File: src/design/bounded_set_membership_table_macros.svh
// ----------------------------------------------------------------------------
// Bounded set membership table assertion macros
// Concurrent assertion wrappers shared by the controller and datapath modules.
// ----------------------------------------------------------------------------
`ifndef BOUNDED_SET_MEMBERSHIP_TABLE_MACROS_SVH
`define BOUNDED_SET_MEMBERSHIP_TABLE_MACROS_SVH
`ifndef SYNTHESIS
`define BSMT_ASSERT(lbl, prop, msg) \
  lbl: assert property (@(posedge clk) disable iff (!rst_n) prop) else $error(msg);
`define BSMT_ASSERT_RST(lbl, prop, msg) \
  lbl: assert property (@(posedge clk) prop) else $error(msg);
`else
`define BSMT_ASSERT(lbl, prop, msg)
`define BSMT_ASSERT_RST(lbl, prop, msg)
`endif
`endif

File: src/design/bsmt_pkg.sv
// ----------------------------------------------------------------------------
// Bounded set membership table package
// Sizes, operation codes, controller states and shared types.
// ----------------------------------------------------------------------------
`default_nettype none

package bsmt_pkg;

  localparam int CAPACITY  = 16;
  localparam int ELEM_W    = 32;
  localparam int IDX_W     = (CAPACITY > 1) ? $clog2(CAPACITY) : 1;
  localparam int CNT_W     = $clog2(CAPACITY + 1);
  localparam int OUT_CNT_W = 5;
  localparam int GRP_SIZE  = 4;
  localparam int NUM_GRP   = (CAPACITY + GRP_SIZE - 1) / GRP_SIZE;

  typedef enum logic [1:0] {
    KIND_INSERT = 2'd0,
    KIND_REMOVE = 2'd1,
    KIND_QUERY  = 2'd2
  } kind_t;

  typedef enum logic [1:0] {
    ST_IDLE,
    ST_EXEC,
    ST_MINA,
    ST_MINB
  } state_t;

  typedef struct packed {
    logic load;
    logic exec;
    logic min_a;
    logic min_b;
  } ctl_cmd_t;

  typedef struct packed {
    logic              vld;
    logic [ELEM_W-1:0] val;
  } min_ent_t;

  function automatic min_ent_t min_pick(input min_ent_t a, input min_ent_t b);
    min_ent_t r;
    if (a.vld && (!b.vld || (a.val <= b.val))) begin
      r = a;
    end else begin
      r = b;
    end
    return r;
  endfunction

endpackage

`default_nettype wire

File: src/design/bsmt_ctrl.sv
// ----------------------------------------------------------------------------
// Bounded set membership table controller
// Sequences one transaction through update and the two minimum tree stages.
// ----------------------------------------------------------------------------
`default_nettype none

`include "bounded_set_membership_table_macros.svh"

module bsmt_ctrl
  import bsmt_pkg::*;
(
  input  wire logic     clk,
  input  wire logic     rst_n,
  input  wire logic     start,
  output logic          busy,
  output logic          out_valid,
  output ctl_cmd_t      cmd
);

  state_t state_r;
  state_t state_nxt;
  logic   out_valid_r;
  logic   out_valid_nxt;

  always_ff @(posedge clk) begin
    if (!rst_n) begin
      state_r     <= ST_IDLE;
      out_valid_r <= 1'b0;
    end else begin
      state_r     <= state_nxt;
      out_valid_r <= out_valid_nxt;
    end
  end

  always_comb begin
    state_nxt     = state_r;
    out_valid_nxt = 1'b0;
    cmd           = '0;
    busy          = 1'b1;
    unique case (state_r)
      ST_IDLE: begin
        busy = 1'b0;
        if (start) begin
          cmd.load  = 1'b1;
          state_nxt = ST_EXEC;
        end
      end
      ST_EXEC: begin
        cmd.exec  = 1'b1;
        state_nxt = ST_MINA;
      end
      ST_MINA: begin
        cmd.min_a = 1'b1;
        state_nxt = ST_MINB;
      end
      ST_MINB: begin
        cmd.min_b     = 1'b1;
        out_valid_nxt = 1'b1;
        state_nxt     = ST_IDLE;
      end
      default: begin
        state_nxt = ST_IDLE;
      end
    endcase
  end

  assign out_valid = out_valid_r;

  `BSMT_ASSERT(a_accept_busy, start && !busy |=> busy, "busy not raised after accept")
  `BSMT_ASSERT(a_strobe_pulse, out_valid |=> !out_valid, "result strobe longer than one cycle")
  `BSMT_ASSERT(a_cmd_onehot, $onehot0(cmd), "more than one datapath command active")
  `BSMT_ASSERT_RST(a_reset_idle, !rst_n |=> !busy && !out_valid, "not idle after reset")

endmodule

`default_nettype wire

File: src/design/bsmt_dpath.sv
// ----------------------------------------------------------------------------
// Bounded set membership table datapath
// Slot table with valid marks, parallel compare, count and minimum tree.
// ----------------------------------------------------------------------------
`default_nettype none

`include "bounded_set_membership_table_macros.svh"

module bsmt_dpath
  import bsmt_pkg::*;
(
  input  wire logic                 clk,
  input  wire logic                 rst_n,
  input  wire ctl_cmd_t             cmd,
  input  wire logic [1:0]           in_kind,
  input  wire logic [ELEM_W-1:0]    in_value,
  output logic                      out_was_member,
  output logic                      out_status,
  output logic [OUT_CNT_W-1:0]      out_member_count,
  output logic                      out_is_empty,
  output logic [ELEM_W-1:0]         out_min_value
);

  logic [1:0]           kind_r;
  logic [ELEM_W-1:0]    value_r;
  logic [ELEM_W-1:0]    slot_value_r [CAPACITY];
  logic [CAPACITY-1:0]  slot_valid_r;
  logic [CAPACITY-1:0]  slot_valid_nxt;
  logic [CNT_W-1:0]     count_r;
  logic [CNT_W-1:0]     count_nxt;
  logic                 was_member_r;
  logic                 status_r;
  logic                 status_nxt;
  min_ent_t             grp_min_r [NUM_GRP];
  min_ent_t             grp_min_nxt [NUM_GRP];
  min_ent_t             all_min;
  logic [ELEM_W-1:0]    min_value_r;
  logic [OUT_CNT_W-1:0] member_count_r;
  logic                 is_empty_r;
  logic [CAPACITY-1:0]  hit_vec;
  logic                 hit;
  logic                 full;
  logic [IDX_W-1:0]     hit_idx;
  logic [IDX_W-1:0]     free_idx;
  logic                 slot_wr;

  always_ff @(posedge clk) begin
    if (cmd.load) begin
      kind_r  <= in_kind;
      value_r <= in_value;
    end
  end

  always_comb begin
    hit_idx  = '0;
    free_idx = '0;
    for (int i = CAPACITY - 1; i >= 0; i--) begin
      hit_vec[i] = slot_valid_r[i] && (slot_value_r[i] == value_r);
      if (hit_vec[i]) begin
        hit_idx = IDX_W'(i);
      end
      if (!slot_valid_r[i]) begin
        free_idx = IDX_W'(i);
      end
    end
    hit  = |hit_vec;
    full = &slot_valid_r;
  end

  always_comb begin
    slot_valid_nxt = slot_valid_r;
    count_nxt      = count_r;
    status_nxt     = 1'b0;
    slot_wr        = 1'b0;
    unique case (kind_r)
      KIND_INSERT: begin
        if (!hit) begin
          if (full) begin
            status_nxt = 1'b1;
          end else begin
            slot_wr                  = 1'b1;
            slot_valid_nxt[free_idx] = 1'b1;
            count_nxt                = count_r + CNT_W'(1);
          end
        end
      end
      KIND_REMOVE: begin
        if (hit) begin
          slot_valid_nxt[hit_idx] = 1'b0;
          count_nxt               = count_r - CNT_W'(1);
        end
      end
      default: begin
      end
    endcase
  end

  always_ff @(posedge clk) begin
    if (cmd.exec && slot_wr) begin
      slot_value_r[free_idx] <= value_r;
    end
  end

  always_ff @(posedge clk) begin
    if (!rst_n) begin
      slot_valid_r <= '0;
      count_r      <= '0;
    end else if (cmd.exec) begin
      slot_valid_r <= slot_valid_nxt;
      count_r      <= count_nxt;
    end
  end

  always_ff @(posedge clk) begin
    if (cmd.exec) begin
      was_member_r <= hit;
      status_r     <= status_nxt;
    end
  end

  always_comb begin
    min_ent_t ent;
    for (int g = 0; g < NUM_GRP; g++) begin
      grp_min_nxt[g] = '0;
      for (int j = 0; j < GRP_SIZE; j++) begin
        if (g * GRP_SIZE + j < CAPACITY) begin
          ent.vld        = slot_valid_r[g * GRP_SIZE + j];
          ent.val        = slot_value_r[g * GRP_SIZE + j];
          grp_min_nxt[g] = min_pick(grp_min_nxt[g], ent);
        end
      end
    end
  end

  always_ff @(posedge clk) begin
    if (cmd.min_a) begin
      grp_min_r <= grp_min_nxt;
    end
  end

  always_comb begin
    all_min = '0;
    for (int g = 0; g < NUM_GRP; g++) begin
      all_min = min_pick(all_min, grp_min_r[g]);
    end
  end

  always_ff @(posedge clk) begin
    if (cmd.min_b) begin
      min_value_r    <= all_min.vld ? all_min.val : '0;
      member_count_r <= OUT_CNT_W'(count_r);
      is_empty_r     <= (count_r == '0);
    end
  end

  assign out_was_member   = was_member_r;
  assign out_status       = status_r;
  assign out_member_count = member_count_r;
  assign out_is_empty     = is_empty_r;
  assign out_min_value    = min_value_r;

  `BSMT_ASSERT(a_count_marks, $countones(slot_valid_r) == count_r, "count disagrees with valid marks")
  `BSMT_ASSERT(a_count_bound, count_r <= CNT_W'(CAPACITY), "count above capacity")
  `BSMT_ASSERT(a_refuse_full, cmd.exec && status_nxt |=> count_r == CNT_W'(CAPACITY), "refused insert while not full")

endmodule

`default_nettype wire

File: src/design/bounded_set_membership_table.sv
// ----------------------------------------------------------------------------
// Bounded set membership table
// Set of distinct values in a small slot table: insert, remove and query,
// each reporting prior membership, count, empty flag and minimum member.
// ----------------------------------------------------------------------------
// Channel   Ports                                Handshake
// input     in_kind, in_value                    start high while busy low
// result    out_was_member, out_status,          out_valid, one cycle,
//           out_member_count, out_is_empty,      no back-pressure
//           out_min_value
//
// A transaction is loaded into registers on acceptance, then passes through
// the parallel compare and slot update and the two registered minimum tree
// stages over the slots, after which the result is presented.
// The result strobe rises in the cycle after the last tree stage, and busy
// falls in the same cycle, so a new transaction may start there.
// Synchronous reset clears all valid marks and the count at once.
// ----------------------------------------------------------------------------
`default_nettype none

module bounded_set_membership_table
  import bsmt_pkg::*;
(
  input  wire logic                 clk,
  input  wire logic                 rst_n,
  input  wire logic                 start,
  output logic                      busy,
  input  wire logic [1:0]           in_kind,
  input  wire logic [ELEM_W-1:0]    in_value,
  output logic                      out_valid,
  output logic                      out_was_member,
  output logic                      out_status,
  output logic [OUT_CNT_W-1:0]      out_member_count,
  output logic                      out_is_empty,
  output logic [ELEM_W-1:0]         out_min_value
);

  ctl_cmd_t cmd;

  bsmt_ctrl u_ctrl (
    .clk       (clk),
    .rst_n     (rst_n),
    .start     (start),
    .busy      (busy),
    .out_valid (out_valid),
    .cmd       (cmd)
  );

  bsmt_dpath u_dpath (
    .clk              (clk),
    .rst_n            (rst_n),
    .cmd              (cmd),
    .in_kind          (in_kind),
    .in_value         (in_value),
    .out_was_member   (out_was_member),
    .out_status       (out_status),
    .out_member_count (out_member_count),
    .out_is_empty     (out_is_empty),
    .out_min_value    (out_min_value)
  );

endmodule

`default_nettype wire

File: config.mk
export PLATFORM = sky130hd
export DESIGN_NAME = bounded_set_membership_table
export DESIGN_NICKNAME = d
export VERILOG_FILES = /design/src/design/bsmt_pkg.sv /design/src/design/bsmt_ctrl.sv /design/src/design/bsmt_dpath.sv /design/src/design/bounded_set_membership_table.sv
export VERILOG_INCLUDE_DIRS = /design/src /design/src/design
export SDC_FILE = /design/constraint.sdc
export NUM_CORES = 2
export LEC_CHECK = 0
export BUFFER_PORTS_ARGS = -buffer_cell sky130_fd_sc_hd__buf_2
export CAP_MARGIN = 40
export CORE_UTILIZATION = 40
export CTS_CLUSTER_SIZE = 20
export DETAILED_ROUTE_END_ITERATION = 10
export SETUP_SLACK_MARGIN = 0.2
export SLEW_MARGIN = 15
export SYNTH_ARGS = -nofsm -noshare
export SYNTH_HDL_FRONTEND = slang
export SYNTH_SLANG_ARGS = --single-unit
File: constraint.sdc
create_clock -name clk -period 18.45 [get_ports clk]
set_input_delay 4.6125 -clock clk [delete_from_list [all_inputs] [get_ports clk]]
set_output_delay 4.6125 -clock clk [all_outputs]
set_load 0.03 [all_outputs]
==> results.py <==
metrics = {
    "run_status": {
        "status": "complete, no violations",
    },
    "synthesis": {
        "avgSynthCellArea_um2": 10.4,
        "netlist_area_um2": 52800,
        "synthTopCellsByArea": "edfxtp_1 (41%), ha_1 (12%), xor2_1 (6.1%)",
        "synth_cells": 5078,
        "yosysMostFrequentCell": "edfxtp_1",
        "yosysTopAreaCell": "edfxtp_1",
        "yosysTopAreaCellShare": 0.409,
        "synth_edf_count": 718,
        "synthFlopType": "edfxtp_1",
        "ys_seq_area_frac": 0.418,
        "ys_async_sr_fraction": 0,
        "synthTopCellsByCount": "edfxtp_1 (718), inv_1 (532), ha_1 (488)",
        "synthesis.nets": 5604,
        "yosys_warnings": 0,
        "synth_cell_types": 94,
        "ys_ff_latch": 742,
    },
    "cts": {
        "cts-resized-gates": 0,
        "cts_htree_levels": 3,
        "clk_pin_slew_ns": 0.06,
        "clkSinkCount": 742,
        "post_cts_buffers": 0,
        "root_buffer": "clkbuf_16",
        "clock_latency_ns": 0.73,
        "cts_buffers": 90,
        "ctsHoldBuffers": 0,
        "cts_tree": "yes",
        "clockBufferDepth": 3,
    },
    "cells_and_area": {
        "final_nets": 5657,
        "final_util": 0.449,
        "fill_cells": 12290,
        "n_antenna_cell": 0,
        "syn2layout_area_growth_pct": 10.9,
        "multi_input_area_um2": 27500,
        "layout-drive-gt1-share": 0.111,
        "regArea_um2": 22000,
    },
    "setup_path": {
        "r2r_start": "u_dpath.slot_value_r[4][25]",
        "regToRegEndpoint": "u_dpath.grp_min_r[73]",
        "crit_arrival_ns": 10.57,
        "slowest_stage": "a21boi_4",
        "path_depth": 27,
        "reg2reg_depth": 27,
        "crit_path_max_incr_delay_ns": 0.73,
        "crit_required_ns": 18.92,
        "crit_path_start": "u_dpath.slot_value_r[4][25]",
        "criticalPathCategory": "reg2reg",
        "crit_family": "simple AND/OR/NAND/NOR gates",
        "cp-endpoint": "u_dpath.grp_min_r[73]",
        "path_buf_inv": 3,
        "start_kind": "flip-flop",
        "cp_max_fo": 36,
        "cp-end-kind": "flip-flop",
        "r2r_slack_ns": 8.35,
    },
    "global_route": {
        "grt_pass1_wl_um": 288000,
        "grt_antenna_before_repair": 7,
        "first_global_vias": 40531,
        "grt_use_met1": 0.429,
        "track_usage": 0.298,
        "grtUsageMet2": 0.432,
        "grt_max_degree": 74,
        "grt_overflow": 0,
        "met3_usage": 0.0671,
        "busiest_layer": "met2",
    },
    "die": {
        "initial_core_util": 0.405,
        "die_area_um2": 133000,
        "die_y_um": 365,
        "num_io_pins": 79,
        "chipWidth_um": 365,
        "fp-row-count": 132,
        "design.core.area_um2": 130000,
    },
    "routing": {
        "drt-total-wl_um": 202000,
        "first_iter_violations": 5779,
        "drtPass1Iterations": 8,
        "drc": 0,
        "vias": 42978,
        "viasPerCell": 6.18,
        "antenna_left": 0,
        "wl_per_cell_um": 29.0,
    },
    "timing": {
        "setup_viol": 0,
        "tns_ns": 0,
        "hold_viol": 0,
        "worst_slew_pin_slew_ns": 0.931,
        "period_minus_slack_ns": 10.10,
        "rsz0062_at_grt": "false",
        "slew_headroom": 0.371,
        "setup_ws_ns": 8.35,
        "finalMaxSlewViolations": 0,
        "fin_crit_sh": 0.547,
        "fmax_ghz": 0.0990,
        "finalClockSkew_ns": 0.0380,
    },
    "placement": {
        "gp_congestion": 0.979,
        "dp_hpwl_um": 149000,
        "pre_cts_slack_ns": 8.54,
        "io_buffers": 78,
    },
    "power_and_ir_drop": {
        "ir_drop_v": 0.000109,
        "leakage_uw": 0.0232,
        "power_uw": 5720,
        "power_density_nw_per_um2": 97.7,
    },
    "run": {
        "cap_violations": 0,
    },
    "hold_path": {
        "hold_class": "reg2reg",
    },
}
==> layout by cell type, fill, tap and decap left out, types with 23 or more instances in the layout <==
master | netlist | final
a211oi_1 | 105 | 105
a21o_1 | 152 | 151
a21oi_1 | 182 | 179
a31oi_1 | 75 | 72
a41oi_4 | 27 | 27
buf_2 | 24 | 84
buf_4 | 46 | 121
clkbuf_16 | 0 | 91
dfxtp_1 | 24 | 23
edfxtp_1 | 718 | 718
ha_1 | 488 | 486
inv_1 | 532 | 532
mux2_2 | 89 | 89
mux2i_1 | 39 | 39
nand2_1 | 306 | 306
nand3_1 | 118 | 118
nand4_1 | 196 | 196
nor2_1 | 208 | 199
nor2b_1 | 34 | 34
nor3_1 | 97 | 93
nor4_1 | 186 | 181
o21a_1 | 44 | 44
o21ai_0 | 109 | 107
o22a_1 | 32 | 32
o22ai_1 | 33 | 33
o2bb2ai_1 | 32 | 32
o311ai_0 | 65 | 60
o31ai_1 | 39 | 37
o41a_1 | 32 | 32
or3_1 | 69 | 69
xnor2_1 | 146 | 146
xor2_1 | 369 | 369
==> area by class of cell <==
class,instances,area share
Multi-Input combinational cell,3540,0.471
Sequential cell,742,0.377
Clock buffer,101,0.0397
Tap cell,1742,0.0373
Inverter,533,0.0342
Timing Repair Buffer,224,0.0267
Clock inverter,68,0.0144
==> state kept, by name (all words and copies together), names as in the netlist, 2 cells and up <==
signal	cells
u_dpath.slot_valid_r	16
u_dpath.out_min_value	32
u_dpath.value_r	32
u_dpath.out_member_count	5
u_dpath.grp_min_r	132
u_dpath.slot_value_r	512
u_dpath.count_r	5
u_ctrl.state_r	2
u_dpath.kind_r	2
==> worst reg2reg max path: stages, from the launching register on <==
cell and delay (ns):
edfxtp_1 0.48, ha_1 0.35, nand4_1 0.12, or2_2 0.33, nor4_1 0.65, nand3_1 0.26, a21boi_4 0.73, buf_4 0.52
nand2_1 0.20, nand3_1 0.13, ha_1 0.16, nand4_1 0.09, or2_1 0.27, or4_4 0.57, or4_4 0.56, o221ai_2 0.16
and2_2 0.61, buf_4 0.58, a41oi_4 0.27, ha_1 0.35, nand4_1 0.13, or2_2 0.34, nor3_1 0.30, nand2_1 0.12
o31a_1 0.35, o32ai_4 0.38, buf_4 0.46, mux2_2 0.40
==> stage by stage <==
stage | cells | hold slack [ns] | area, um^2
after global placement | 6754 | 0.447 | 55100
after CTS | 6945 | 0.455 | 58500
after detailed placement | 6776 | 0.447 | 55300
final | 6950 | 0.454 | 58500
after global routing | 6950 | 0.467 | 58500
after floorplan | 5078 | 0.450 | 52800
==> power by group <==
group | switching, uW | leakage (uW) | internal (uW)
registers | 125 | 0.00669 | 2050
clock network | 792 | 0.00152 | 1140
logic | 1110 | 0.0150 | 496
total | 2030 | 0.0232 | 3690
==> cell families (layout without fill, tap and decap cells) <==
logic type,after synthesis,in the layout,share of synthesized area
buffers and inverters,796,926,0.0657
multiplexers,133,133,0.0278
AND/OR/NAND/NOR,1344,1344,0.134
AO/OA/AOI/OAI,1059,1059,0.153
adder cells (fa/ha/maj),489,489,0.116
flip-flops,742,742,0.418
XOR/XNOR,515,515,0.0855
==> metal layers <==
metal | up-vias | wire length [um]
li1 | 19125 | -
met1 | 20999 | 88100
met2 | 2435 | 83900
met3 | 415 | 21400
met4 | 4 | 8130
met5 | - | 25
==> worst min-delay path by stage <==
stage | startpoint | endpoint | slack, ns | cells after the start
after floorplan | u_dpath.count_r[3] | u_dpath.out_member_count[3] | 0.45 | 0
after global placement | u_dpath.value_r[19] | u_dpath.slot_value_r[4][19] | 0.45 | 0
after detailed placement | u_dpath.value_r[19] | u_dpath.slot_value_r[4][19] | 0.45 | 0
after CTS | u_dpath.value_r[19] | u_dpath.slot_value_r[4][19] | 0.46 | 0
after global routing | u_dpath.value_r[19] | u_dpath.slot_value_r[4][19] | 0.47 | 0
final | u_dpath.value_r[19] | u_dpath.slot_value_r[4][19] | 0.45 | 0
Power figures use the tool's default switching activity.
